$ cat src/rtl/dfep_pkg.sv
// Shared types, constants and byte helpers for the FAT directory entry parser.
`default_nettype none

package dfep_pkg;

    localparam int MAX_SEQUENCE_INDEX = 18;
    localparam int LFN_UNITS          = 13;

    // command queue between front and back
    localparam int CMDQ_AW    = 1;
    localparam int CMDQ_DEPTH = 1 << CMDQ_AW;
    localparam int CMDQ_CW    = $clog2(CMDQ_DEPTH + 1);

    // slot numbering used by the back sequencer
    localparam logic [3:0] SLOT_DOT      = 4'd8;
    localparam logic [3:0] SLOT_EXT      = 4'd9;
    localparam logic [3:0] SLOT_TERM     = 4'd12;
    localparam logic [3:0] SLOT_COMPLETE = 4'd13;

    localparam logic [7:0] BYTE_END     = 8'h00;
    localparam logic [7:0] BYTE_DELETED = 8'hE5;
    localparam logic [7:0] BYTE_SPACE   = 8'h20;
    localparam logic [7:0] BYTE_DOT     = 8'h2E;
    localparam logic [7:0] BYTE_QMARK   = 8'h3F;
    localparam logic [3:0] ATTR_LFN     = 4'hF;
    localparam int         ATTR_DIR_BIT = 4;
    localparam int         SEQ_FIRST_BIT = 6;

    typedef enum logic [2:0] {
        KIND_CHAR     = 3'd0,
        KIND_COMPLETE = 3'd1,
        KIND_END      = 3'd2,
        KIND_SEQ_ERR  = 3'd3,
        KIND_SKIPPED  = 3'd4
    } res_kind_t;

    typedef enum logic [2:0] {
        OP_END   = 3'd0,
        OP_SKIP  = 3'd1,
        OP_ERR   = 3'd2,
        OP_LFN   = 3'd3,
        OP_SHORT = 3'd4
    } cmd_op_t;

    typedef struct packed {
        logic [63:0] entry_word3;
        logic [63:0] entry_word2;
        logic [63:0] entry_word1;
        logic [63:0] entry_word0;
    } entry_t;

    typedef struct packed {
        res_kind_t   kind;
        logic [7:0]  char_pos;
        logic [7:0]  char_value;
        logic        is_dir;
        logic [31:0] first_cluster;
        logic [31:0] file_size;
        logic [4:0]  seq_index;
        logic        last;
    } result_t;

    typedef struct packed {
        cmd_op_t    op;
        entry_t     entry;
        logic [4:0] seq;
        logic [3:0] start_slot;
        logic [3:0] name_len;
        logic       has_dot;
        logic [1:0] ext_len;
        logic [7:0] lfn_base;
        logic [7:0] term_pos;
    } cmd_t;

    function automatic logic [7:0] entry_byte(input entry_t e, input logic [4:0] k);
        logic [255:0] flat;
        flat = e;
        return flat[{k, 3'b000} +: 8];
    endfunction

    function automatic logic [15:0] entry_u16(input entry_t e, input logic [4:0] k);
        return {entry_byte(e, k + 5'd1), entry_byte(e, k)};
    endfunction

    // byte offset of each UCS-2 unit inside a long-name entry
    function automatic logic [4:0] unit_offset(input logic [3:0] u);
        logic [4:0] off;
        case (u)
            4'd0:    off = 5'd1;
            4'd1:    off = 5'd3;
            4'd2:    off = 5'd5;
            4'd3:    off = 5'd7;
            4'd4:    off = 5'd9;
            4'd5:    off = 5'd14;
            4'd6:    off = 5'd16;
            4'd7:    off = 5'd18;
            4'd8:    off = 5'd20;
            4'd9:    off = 5'd22;
            4'd10:   off = 5'd24;
            4'd11:   off = 5'd28;
            4'd12:   off = 5'd30;
            default: off = 5'd0;
        endcase
        return off;
    endfunction

endpackage

`default_nettype wire

$ cat src/rtl/dfep_front.sv
// Front end: classifies each entry, tracks the long-name sequence index.
`default_nettype none

module dfep_front
    import dfep_pkg::*;
(
    input  wire logic   clk,
    input  wire logic   rst_n,
    input  wire logic   accept,
    input  wire entry_t entry,
    output cmd_t        cmd
);

    logic [4:0] prev_idx_reg;
    logic [4:0] prev_idx_next;

    logic [7:0] b0;
    logic [7:0] attr;
    logic [5:0] idx;
    logic       bad;
    logic [3:0] name_len;
    logic [1:0] ext_len;
    logic [7:0] term_pos;

    always_comb
    begin
        b0   = entry_byte(entry, 5'd0);
        attr = entry_byte(entry, 5'd11);
        idx  = b0[5:0];

        bad = (idx == 6'd0) || (idx > 6'(MAX_SEQUENCE_INDEX));
        if (!bad && !b0[SEQ_FIRST_BIT])
        begin
            bad = (prev_idx_reg == 5'd0) ||
                  ({1'b0, idx} + 7'd1 != {2'b00, prev_idx_reg});
        end

        // first space ends the base name and the extension
        name_len = 4'd8;
        for (int i = 7; i >= 0; i--)
        begin
            if (entry_byte(entry, 5'(i)) == BYTE_SPACE)
            begin
                name_len = 4'(i);
            end
        end
        ext_len = 2'd3;
        for (int j = 2; j >= 0; j--)
        begin
            if (entry_byte(entry, 5'(8 + j)) == BYTE_SPACE)
            begin
                ext_len = 2'(j);
            end
        end

        term_pos = 8'({2'b00, idx} * 8'(LFN_UNITS));

        cmd            = '0;
        cmd.entry      = entry;
        cmd.name_len   = name_len;
        cmd.has_dot    = (entry_byte(entry, 5'd8) != BYTE_SPACE);
        cmd.ext_len    = ext_len;
        cmd.term_pos   = term_pos;
        cmd.lfn_base   = term_pos - 8'(LFN_UNITS);
        cmd.seq        = idx[4:0];
        cmd.start_slot = SLOT_COMPLETE;
        prev_idx_next  = 5'd0;

        if (b0 == BYTE_END)
        begin
            cmd.op = OP_END;
        end
        else if (b0 == BYTE_DELETED)
        begin
            cmd.op = OP_SKIP;
        end
        else if (attr[3:0] == ATTR_LFN)
        begin
            if (bad)
            begin
                cmd.op = OP_ERR;
            end
            else
            begin
                cmd.op         = OP_LFN;
                cmd.start_slot = b0[SEQ_FIRST_BIT] ? 4'd0 : 4'd1;
                prev_idx_next  = idx[4:0];
            end
        end
        else
        begin
            cmd.op = OP_SHORT;
            // a pending long name replaces the 8.3 name
            cmd.start_slot = (prev_idx_reg == 5'd0) ? 4'd0 : SLOT_COMPLETE;
        end
    end

    always_ff @(posedge clk or negedge rst_n)
    begin
        if (!rst_n)
        begin
            prev_idx_reg <= 5'd0;
        end
        else if (accept)
        begin
            prev_idx_reg <= prev_idx_next;
        end
    end

endmodule

`default_nettype wire

$ cat src/rtl/dfep_cmd_queue.sv
// Short command queue between the classifier and the result sequencer.
`default_nettype none

module dfep_cmd_queue
    import dfep_pkg::*;
(
    input  wire logic clk,
    input  wire logic rst_n,
    input  wire logic wr,
    input  wire cmd_t wr_data,
    output logic      full,
    output logic      empty,
    input  wire logic rd,
    output cmd_t      head
);

    cmd_t                 mem [CMDQ_DEPTH];
    logic [CMDQ_AW-1:0]   wptr_reg;
    logic [CMDQ_AW-1:0]   rptr_reg;
    logic [CMDQ_CW-1:0]   count_reg;

    assign full  = (count_reg == CMDQ_CW'(CMDQ_DEPTH));
    assign empty = (count_reg == '0);
    assign head  = mem[rptr_reg];

    always_ff @(posedge clk)
    begin
        if (wr && !full)
        begin
            mem[wptr_reg] <= wr_data;
        end
    end

    always_ff @(posedge clk or negedge rst_n)
    begin
        if (!rst_n)
        begin
            wptr_reg  <= '0;
            rptr_reg  <= '0;
            count_reg <= '0;
        end
        else
        begin
            if (wr && !full)
            begin
                wptr_reg <= wptr_reg + 1'b1;
            end
            if (rd && !empty)
            begin
                rptr_reg <= rptr_reg + 1'b1;
            end
            case ({wr && !full, rd && !empty})
                2'b10:   count_reg <= count_reg + 1'b1;
                2'b01:   count_reg <= count_reg - 1'b1;
                default: count_reg <= count_reg;
            endcase
        end
    end

endmodule

`default_nettype wire

$ cat src/rtl/dfep_back.sv
// Back end: walks the head result slots, one per cycle unless stalled.
`default_nettype none

module dfep_back
    import dfep_pkg::*;
(
    input  wire logic clk,
    input  wire logic rst_n,
    input  wire cmd_t head,
    input  wire logic head_valid,
    output logic      head_pop,
    output result_t   result,
    output logic      empty,
    input  wire logic pop
);

    logic       started_reg;
    logic [3:0] slot_reg;
    logic       ended_reg;
    logic [3:0] pos_reg;
    result_t    res_reg;
    logic       res_valid_reg;

    logic       out_ready;
    logic [3:0] eff_slot;
    logic       eff_ended;
    logic [3:0] eff_pos;
    logic       emit;
    logic       is_final;
    logic       advance;
    logic       ended_next;
    logic [3:0] pos_next;
    result_t    res_next;
    logic [15:0] unit;
    logic [7:0]  uchar;
    logic [7:0]  attr;

    assign out_ready = !res_valid_reg || pop;
    assign eff_slot  = started_reg ? slot_reg  : head.start_slot;
    assign eff_ended = started_reg && ended_reg;
    assign eff_pos   = started_reg ? pos_reg   : 4'd0;

    always_comb
    begin
        emit       = 1'b0;
        is_final   = 1'b0;
        ended_next = eff_ended;
        pos_next   = eff_pos;
        res_next   = '0;
        res_next.kind = KIND_CHAR;
        unit  = entry_u16(head.entry, unit_offset(eff_slot - 4'd1));
        uchar = (unit < 16'd127) ? unit[7:0] : BYTE_QMARK;
        attr  = entry_byte(head.entry, 5'd11);

        case (head.op)
            OP_END:
            begin
                emit = 1'b1;
                is_final = 1'b1;
                res_next.kind = KIND_END;
                res_next.last = 1'b1;
            end
            OP_SKIP:
            begin
                emit = 1'b1;
                is_final = 1'b1;
                res_next.kind = KIND_SKIPPED;
                res_next.last = 1'b1;
            end
            OP_ERR:
            begin
                emit = 1'b1;
                is_final = 1'b1;
                res_next.kind = KIND_SEQ_ERR;
                res_next.last = 1'b1;
            end
            OP_LFN:
            begin
                emit = 1'b1;
                res_next.seq_index = head.seq;
                if (eff_slot == 4'd0)
                begin
                    res_next.char_pos = head.term_pos;
                end
                else
                begin
                    res_next.char_pos   = head.lfn_base + {4'b0000, eff_slot - 4'd1};
                    // zero everything after the first NUL unit
                    res_next.char_value = eff_ended ? 8'h00 : uchar;
                    ended_next          = eff_ended || (unit == 16'h0000);
                    is_final            = (eff_slot == 4'(LFN_UNITS));
                    res_next.last       = is_final;
                end
            end
            OP_SHORT:
            begin
                res_next.char_pos = {4'b0000, eff_pos};
                if (eff_slot < SLOT_DOT)
                begin
                    emit = (eff_slot < head.name_len);
                    res_next.char_value = entry_byte(head.entry, {1'b0, eff_slot});
                end
                else if (eff_slot == SLOT_DOT)
                begin
                    emit = head.has_dot;
                    res_next.char_value = BYTE_DOT;
                end
                else if (eff_slot < SLOT_TERM)
                begin
                    emit = (eff_slot < SLOT_EXT + {2'b00, head.ext_len});
                    res_next.char_value = entry_byte(head.entry, {1'b0, eff_slot - 4'd1});
                end
                else if (eff_slot == SLOT_TERM)
                begin
                    emit = 1'b1;
                end
                else
                begin
                    emit = 1'b1;
                    is_final = 1'b1;
                    res_next.kind          = KIND_COMPLETE;
                    res_next.char_pos      = 8'h00;
                    res_next.is_dir        = attr[ATTR_DIR_BIT];
                    res_next.first_cluster = {entry_u16(head.entry, 5'd20),
                                              entry_u16(head.entry, 5'd26)};
                    res_next.file_size     = {entry_u16(head.entry, 5'd30),
                                              entry_u16(head.entry, 5'd28)};
                    res_next.last          = 1'b1;
                end
                if (emit && !is_final)
                begin
                    pos_next = eff_pos + 4'd1;
                end
            end
            default:
            begin
                // drop an unknown command
                is_final = 1'b1;
            end
        endcase
    end

    assign advance  = head_valid && (!emit || out_ready);
    assign head_pop = advance && is_final;
    assign result   = res_reg;
    assign empty    = !res_valid_reg;

    always_ff @(posedge clk)
    begin
        if (advance && emit)
        begin
            res_reg <= res_next;
        end
    end

    always_ff @(posedge clk or negedge rst_n)
    begin
        if (!rst_n)
        begin
            started_reg   <= 1'b0;
            slot_reg      <= 4'd0;
            ended_reg     <= 1'b0;
            pos_reg       <= 4'd0;
            res_valid_reg <= 1'b0;
        end
        else
        begin
            if (advance)
            begin
                started_reg <= !is_final;
                slot_reg    <= eff_slot + 4'd1;
                ended_reg   <= ended_next;
                pos_reg     <= pos_next;
            end
            if (advance && emit)
            begin
                res_valid_reg <= 1'b1;
            end
            else if (pop)
            begin
                res_valid_reg <= 1'b0;
            end
        end
    end

endmodule

`default_nettype wire

$ cat src/rtl/fat_directory_entry_parser_core.sv
// Top level of the FAT directory entry parser with long-name support.
//
// Input channel: a 32-byte directory entry is pushed as four 64-bit words;
// a transaction completes on a clock edge with push high and full low.
// Result channel: the oldest result sits on result while empty is low and
// is taken on an edge with pop high and empty low. Each entry yields 1 to 14
// results, the final one marked by result.last.
// An accepted entry is written to the command queue and its results are
// registered. Throughput: the back sequencer spends one cycle on each result
// slot of the head entry of the command queue unless the receiver stalls:
// one slot for an end, deleted, error or short entry after a long name, 13
// or 14 for a long-name entry, 14 for a short entry with its 8.3 name.
// A two-deep command queue lets new entries come in while results drain.
// When the receiver stalls the result register holds, the sequencer stops at
// its next result, and full rises once the command queue fills.
// Reset clears the long-name sequence index, the queue and the result stage.
`default_nettype none

module fat_directory_entry_parser_core
    import dfep_pkg::*;
(
    input  wire logic   clk,
    input  wire logic   rst_n,
    input  wire logic   push,
    output logic        full,
    input  wire entry_t entry,
    output logic        empty,
    input  wire logic   pop,
    output result_t     result
);

    cmd_t cmd;
    cmd_t head;
    logic accept;
    logic q_empty;
    logic head_pop;

    assign accept = push && !full;

    dfep_front u_front (
        .clk    (clk),
        .rst_n  (rst_n),
        .accept (accept),
        .entry  (entry),
        .cmd    (cmd)
    );

    dfep_cmd_queue u_queue (
        .clk     (clk),
        .rst_n   (rst_n),
        .wr      (accept),
        .wr_data (cmd),
        .full    (full),
        .empty   (q_empty),
        .rd      (head_pop),
        .head    (head)
    );

    dfep_back u_back (
        .clk        (clk),
        .rst_n      (rst_n),
        .head       (head),
        .head_valid (!q_empty),
        .head_pop   (head_pop),
        .result     (result),
        .empty      (empty),
        .pop        (pop)
    );

`ifndef SYNTHESIS
    // every result other than a name char closes its entry
    a_nonchar_last: assert property (@(posedge clk) disable iff (!rst_n)
        (!empty && result.kind != KIND_CHAR) |-> result.last)
        else $error("non-char result without last");

    // only completion records carry entry metadata
    a_meta_zero: assert property (@(posedge clk) disable iff (!rst_n)
        (!empty && result.kind != KIND_COMPLETE) |->
        (!result.is_dir && result.first_cluster == 32'd0 && result.file_size == 32'd0))
        else $error("metadata on non-completion result");

    // 8.3 name characters stay within the short-name buffer
    a_short_pos: assert property (@(posedge clk) disable iff (!rst_n)
        (!empty && result.kind == KIND_CHAR && result.seq_index == 5'd0) |->
        (result.char_pos < 8'd13))
        else $error("short name position out of range");
`endif

endmodule

`default_nettype wire

$ cat config.mk
export PLATFORM = sky130hd
export DESIGN_NAME = fat_directory_entry_parser_core
export DESIGN_NICKNAME = d
export VERILOG_FILES = /design/src/rtl/dfep_pkg.sv /design/src/rtl/dfep_front.sv /design/src/rtl/dfep_cmd_queue.sv /design/src/rtl/dfep_back.sv /design/src/rtl/fat_directory_entry_parser_core.sv
export SDC_FILE = /design/constraint.sdc
export NUM_CORES = 1
export LEC_CHECK = 0
export BUFFER_PORTS_ARGS = -buffer_cell sky130_fd_sc_hd__buf_2
export CORE_MARGIN = 4
export CORE_UTILIZATION = 50
export CTS_CLUSTER_DIAMETER = 100
export CTS_CLUSTER_SIZE = 24
export DETAILED_ROUTE_END_ITERATION = 10
export PLACE_DENSITY = 0.79
export SYNTH_ARGS = -nofsm -noshare
export SYNTH_HDL_FRONTEND = slang
export SYNTH_SLANG_ARGS = --single-unit
$ cat constraint.sdc
create_clock -name clk -period 14.95 [get_ports clk]
set_input_delay 1.495 -clock clk [delete_from_list [all_inputs] [get_ports clk]]
set_output_delay 1.495 -clock clk [all_outputs]
set_load 0.02 [all_outputs]
==> flow_summary.toml <==
[outcome]
outcome = "finished, final reports clean"

[floorplan]
dieArea_sq_mm = 0.0686
core_area_sq_mm = 0.0634
num_rows = 92
initial_core_util = 0.508
die_x_microns = 262
die_h_microns = 262
io_pins = 352

[clock_tree]
clockBufferDepth = 3
htreeDepth = 2
post_cts_resize_count = 0
post_cts_buffers = 0
clk_latency_ns = 0.59
root_buffer = "clkbuf_16"
clk_pin_slew_ns = 0.09
cts_sinks = 674
cts_tree = "yes"
hold_buffers = 0
numCtsBuffers = 36

[timing]
finalClockSkew_ns = 0.0281
drv_slew = 0
rsz0062_at_grt = "no"
worst_pin_slew_ns = 1.23
setup_violations = 0
holdWs_ns = 0.527
setup_tns_ns = 0
slew_headroom = 0.177
min_period_over_period = 0.505
period_minus_slack_ns = 7.55
max_freq_mhz = 132
hold_viol = 0

[synthesis]
synth_top_area_share = 0.609
ys.warnings.count = 0
synth_area_leaders = "edfxtp_1 (61%), mux4_2 (8.7%), mux2i_1 (5.6%), nand2_1 (2.0%), nor2_1 (1.8%)"
async_flop_share = 0.0297
synth_cells = 2208
syn_area_sq_mm = 0.0322
ys_types = 98
synth_nets = 2511
synth-edff-count = 654
synth_seq_cells = 674
synthTopCellsByCount = "edfxtp_1 (654), mux2i_1 (179), nand2_1 (175), nor2_1 (153), mux4_2 (124)"
yosysTopAreaCell = "edfxtp_1"
synthFlopType = "edfxtp_1"
yosysMostFrequentCell = "edfxtp_1"
ys_seq_area_frac = 0.625
avgSynthCellArea_sq_um = 14.6

[place]
gp_congestion = 0.992
hpwlAfterDp_mm = 71.2
placed_cell_area_sq_mm = 0.0347
port_buffers = 351

[worst_hold_path]
worst_hold_path_type = "reg2reg"

[layout]
largest_register_ffs = 564
synthToLayoutAreaGrowth_pct = 10.9
drive_gt1_frac = 0.251
final_cell_area_sq_mm = 0.0358
fin_nets = 2813

[worst_setup_path]
reg2reg_depth = 21
crit_end = "u_back.result[71]$_DFFE_PP_"
critical_path_class = "reg2reg"
r2r_slack_ns = 7.40
crit_arrival_ns = 7.88
cp.required_ns = 15.28
crit_path_max_fanout = 46
critPathLaunch = "u_queue.rptr_reg$_DFFE_PN0P_"
worstReg2RegStart = "u_queue.rptr_reg$_DFFE_PN0P_"
rr_endpoint = "u_back.result[71]$_DFFE_PP_"
worstSetupEndpointType = "register"
critPathLaunchType = "register"

[route]
num_vias = 21907
routed_wl_mm = 95.0
drc = 0
wire_per_inst_microns = 28.1
firstDrtPassIters = 6
viasPerCell = 6.48
drtIter0Drc = 2754
ant_nets = 0

[global_route]
groute.usage.overall = 0.270
antenna_found_initial = 15
grt_pass1_vias = 21341
grt_pass1_wl_mm = 138
gr-total-overflow = 0
grt_max_degree = 133

[power]
cellPowerDensity_mw_per_mm2 = 256
cellLeakagePower_nw = 12.7
peakVddDrop_mv = 0.225

[job]
maxCapViolations = 0
## cells by family after synthesis
family / Yosys count / synth area share
muxes: 343 / 0.157
adders and majority gates: 44 / 0.0179
and+or+nand+nor: 647 / 0.102
DFF: 674 / 0.625
xor gates and xnor gates: 34 / 0.00924
AOI/OAI and AO/OA: 303 / 0.0641
buffers and inverters: 163 / 0.0251
## cell usage in the layout (no fill, tap or decap), drive strengths merged, types with 6 or more instances in the layout
master,netlist,layout
edfxtp,654,654
buf,77,378
mux2i,180,180
nand2,178,178
nor2,156,156
mux4,125,125
a21oi,88,88
nor4,84,84
nand3,58,58
nor3,55,55
inv,48,50
o21ai,48,48
clkbuf,37,43
ha,39,39
mux2,38,38
a211oi,24,24
xnor2,23,23
dfrtp,20,20
a31oi,19,19
nand4,18,18
o211ai,17,17
a32oi,14,14
o22ai,14,14
diode,0,13
nor2b,13,13
nor4b,13,13
xor2,11,11
and3,11,11
a22oi,10,10
or4,10,10
nand2b,8,8
nor3b,8,8
o31ai,8,8
and2,7,7
o311ai,7,7
a21o,6,6
and4b,6,6
or3,6,6
o2111ai,6,6
## worst max-delay path, cell delays in order (launching register included)
cell and delay, ns:
dfrtp_4 0.91, mux2_2 0.48, o21ai_4 0.13, buf_4 0.55, ha_1 0.77, nor3b_1 0.11, mux2_2 0.30, o21ai_2 0.39
nand2_8 0.30, inv_4 0.50, ha_1 0.50, or3b_2 0.49, o311ai_0 0.11, o311ai_0 0.24, nor4_1 0.22, o21ai_0 0.26
mux2i_1 0.21, a21o_1 0.13, a21oi_1 0.08, nor3_2 0.28, nand2_1 0.12, o2bb2ai_1 0.15
## report_power, final
group,switching (mW),internal [mW]
clock network,0.592,0.463
registers,0.311,2.72
logic,3.28,1.78
## worst min path at each step
stage	start	end	slack (ns)	cells after the start
finish	u_back.pos_reg[1]$_DFFE_PN0N_	u_back.pos_reg[1]$_DFFE_PN0N_	0.53	1
global route	u_back.pos_reg[1]$_DFFE_PN0N_	u_back.pos_reg[1]$_DFFE_PN0N_	0.56	1
CTS	u_back.pos_reg[1]$_DFFE_PN0N_	u_back.pos_reg[1]$_DFFE_PN0N_	0.53	1
detailed placement	u_back.pos_reg[1]$_DFFE_PN0N_	u_back.pos_reg[1]$_DFFE_PN0N_	0.50	1
global placement	u_back.pos_reg[1]$_DFFE_PN0N_	u_back.pos_reg[1]$_DFFE_PN0N_	0.48	1
floorplan	u_back.pos_reg[1]$_DFFE_PN0N_	u_back.pos_reg[1]$_DFFE_PN0N_	0.47	1
## routing by layer
metal	wire [microns]	track usage
met1	35600	0.361
met2	46100	0.448
met3	10200	0.0576
met4	3100	0.0853
met5	14	0
## metrics by stage
stage	cells	util	total power [mW]	setup WS (ns)
detailed placement	3318	0.547	7.99	7.53
CTS	3367	0.563	9.04	7.51
global placement	3318	0.547	7.91	7.76
global route	3377	0.564	9.53	6.96
floorplan	2208	-	6.68	0.455
finish	3380	0.564	9.15	7.40
## final cells by class
type | count | area (sq um)
Sequential cell | 674 | 20100
Timing Repair Buffer | 378 | 1970
Inverter | 49 | 189
Tap cell | 846 | 1060
Antenna cell | 13 | 32.5
Clock inverter | 6 | 87.6
Multi-Input combinational cell | 1371 | 11300
Clock buffer | 43 | 948
Fill cell | 4912 | 27700
Power figures use the tool's default switching activity.
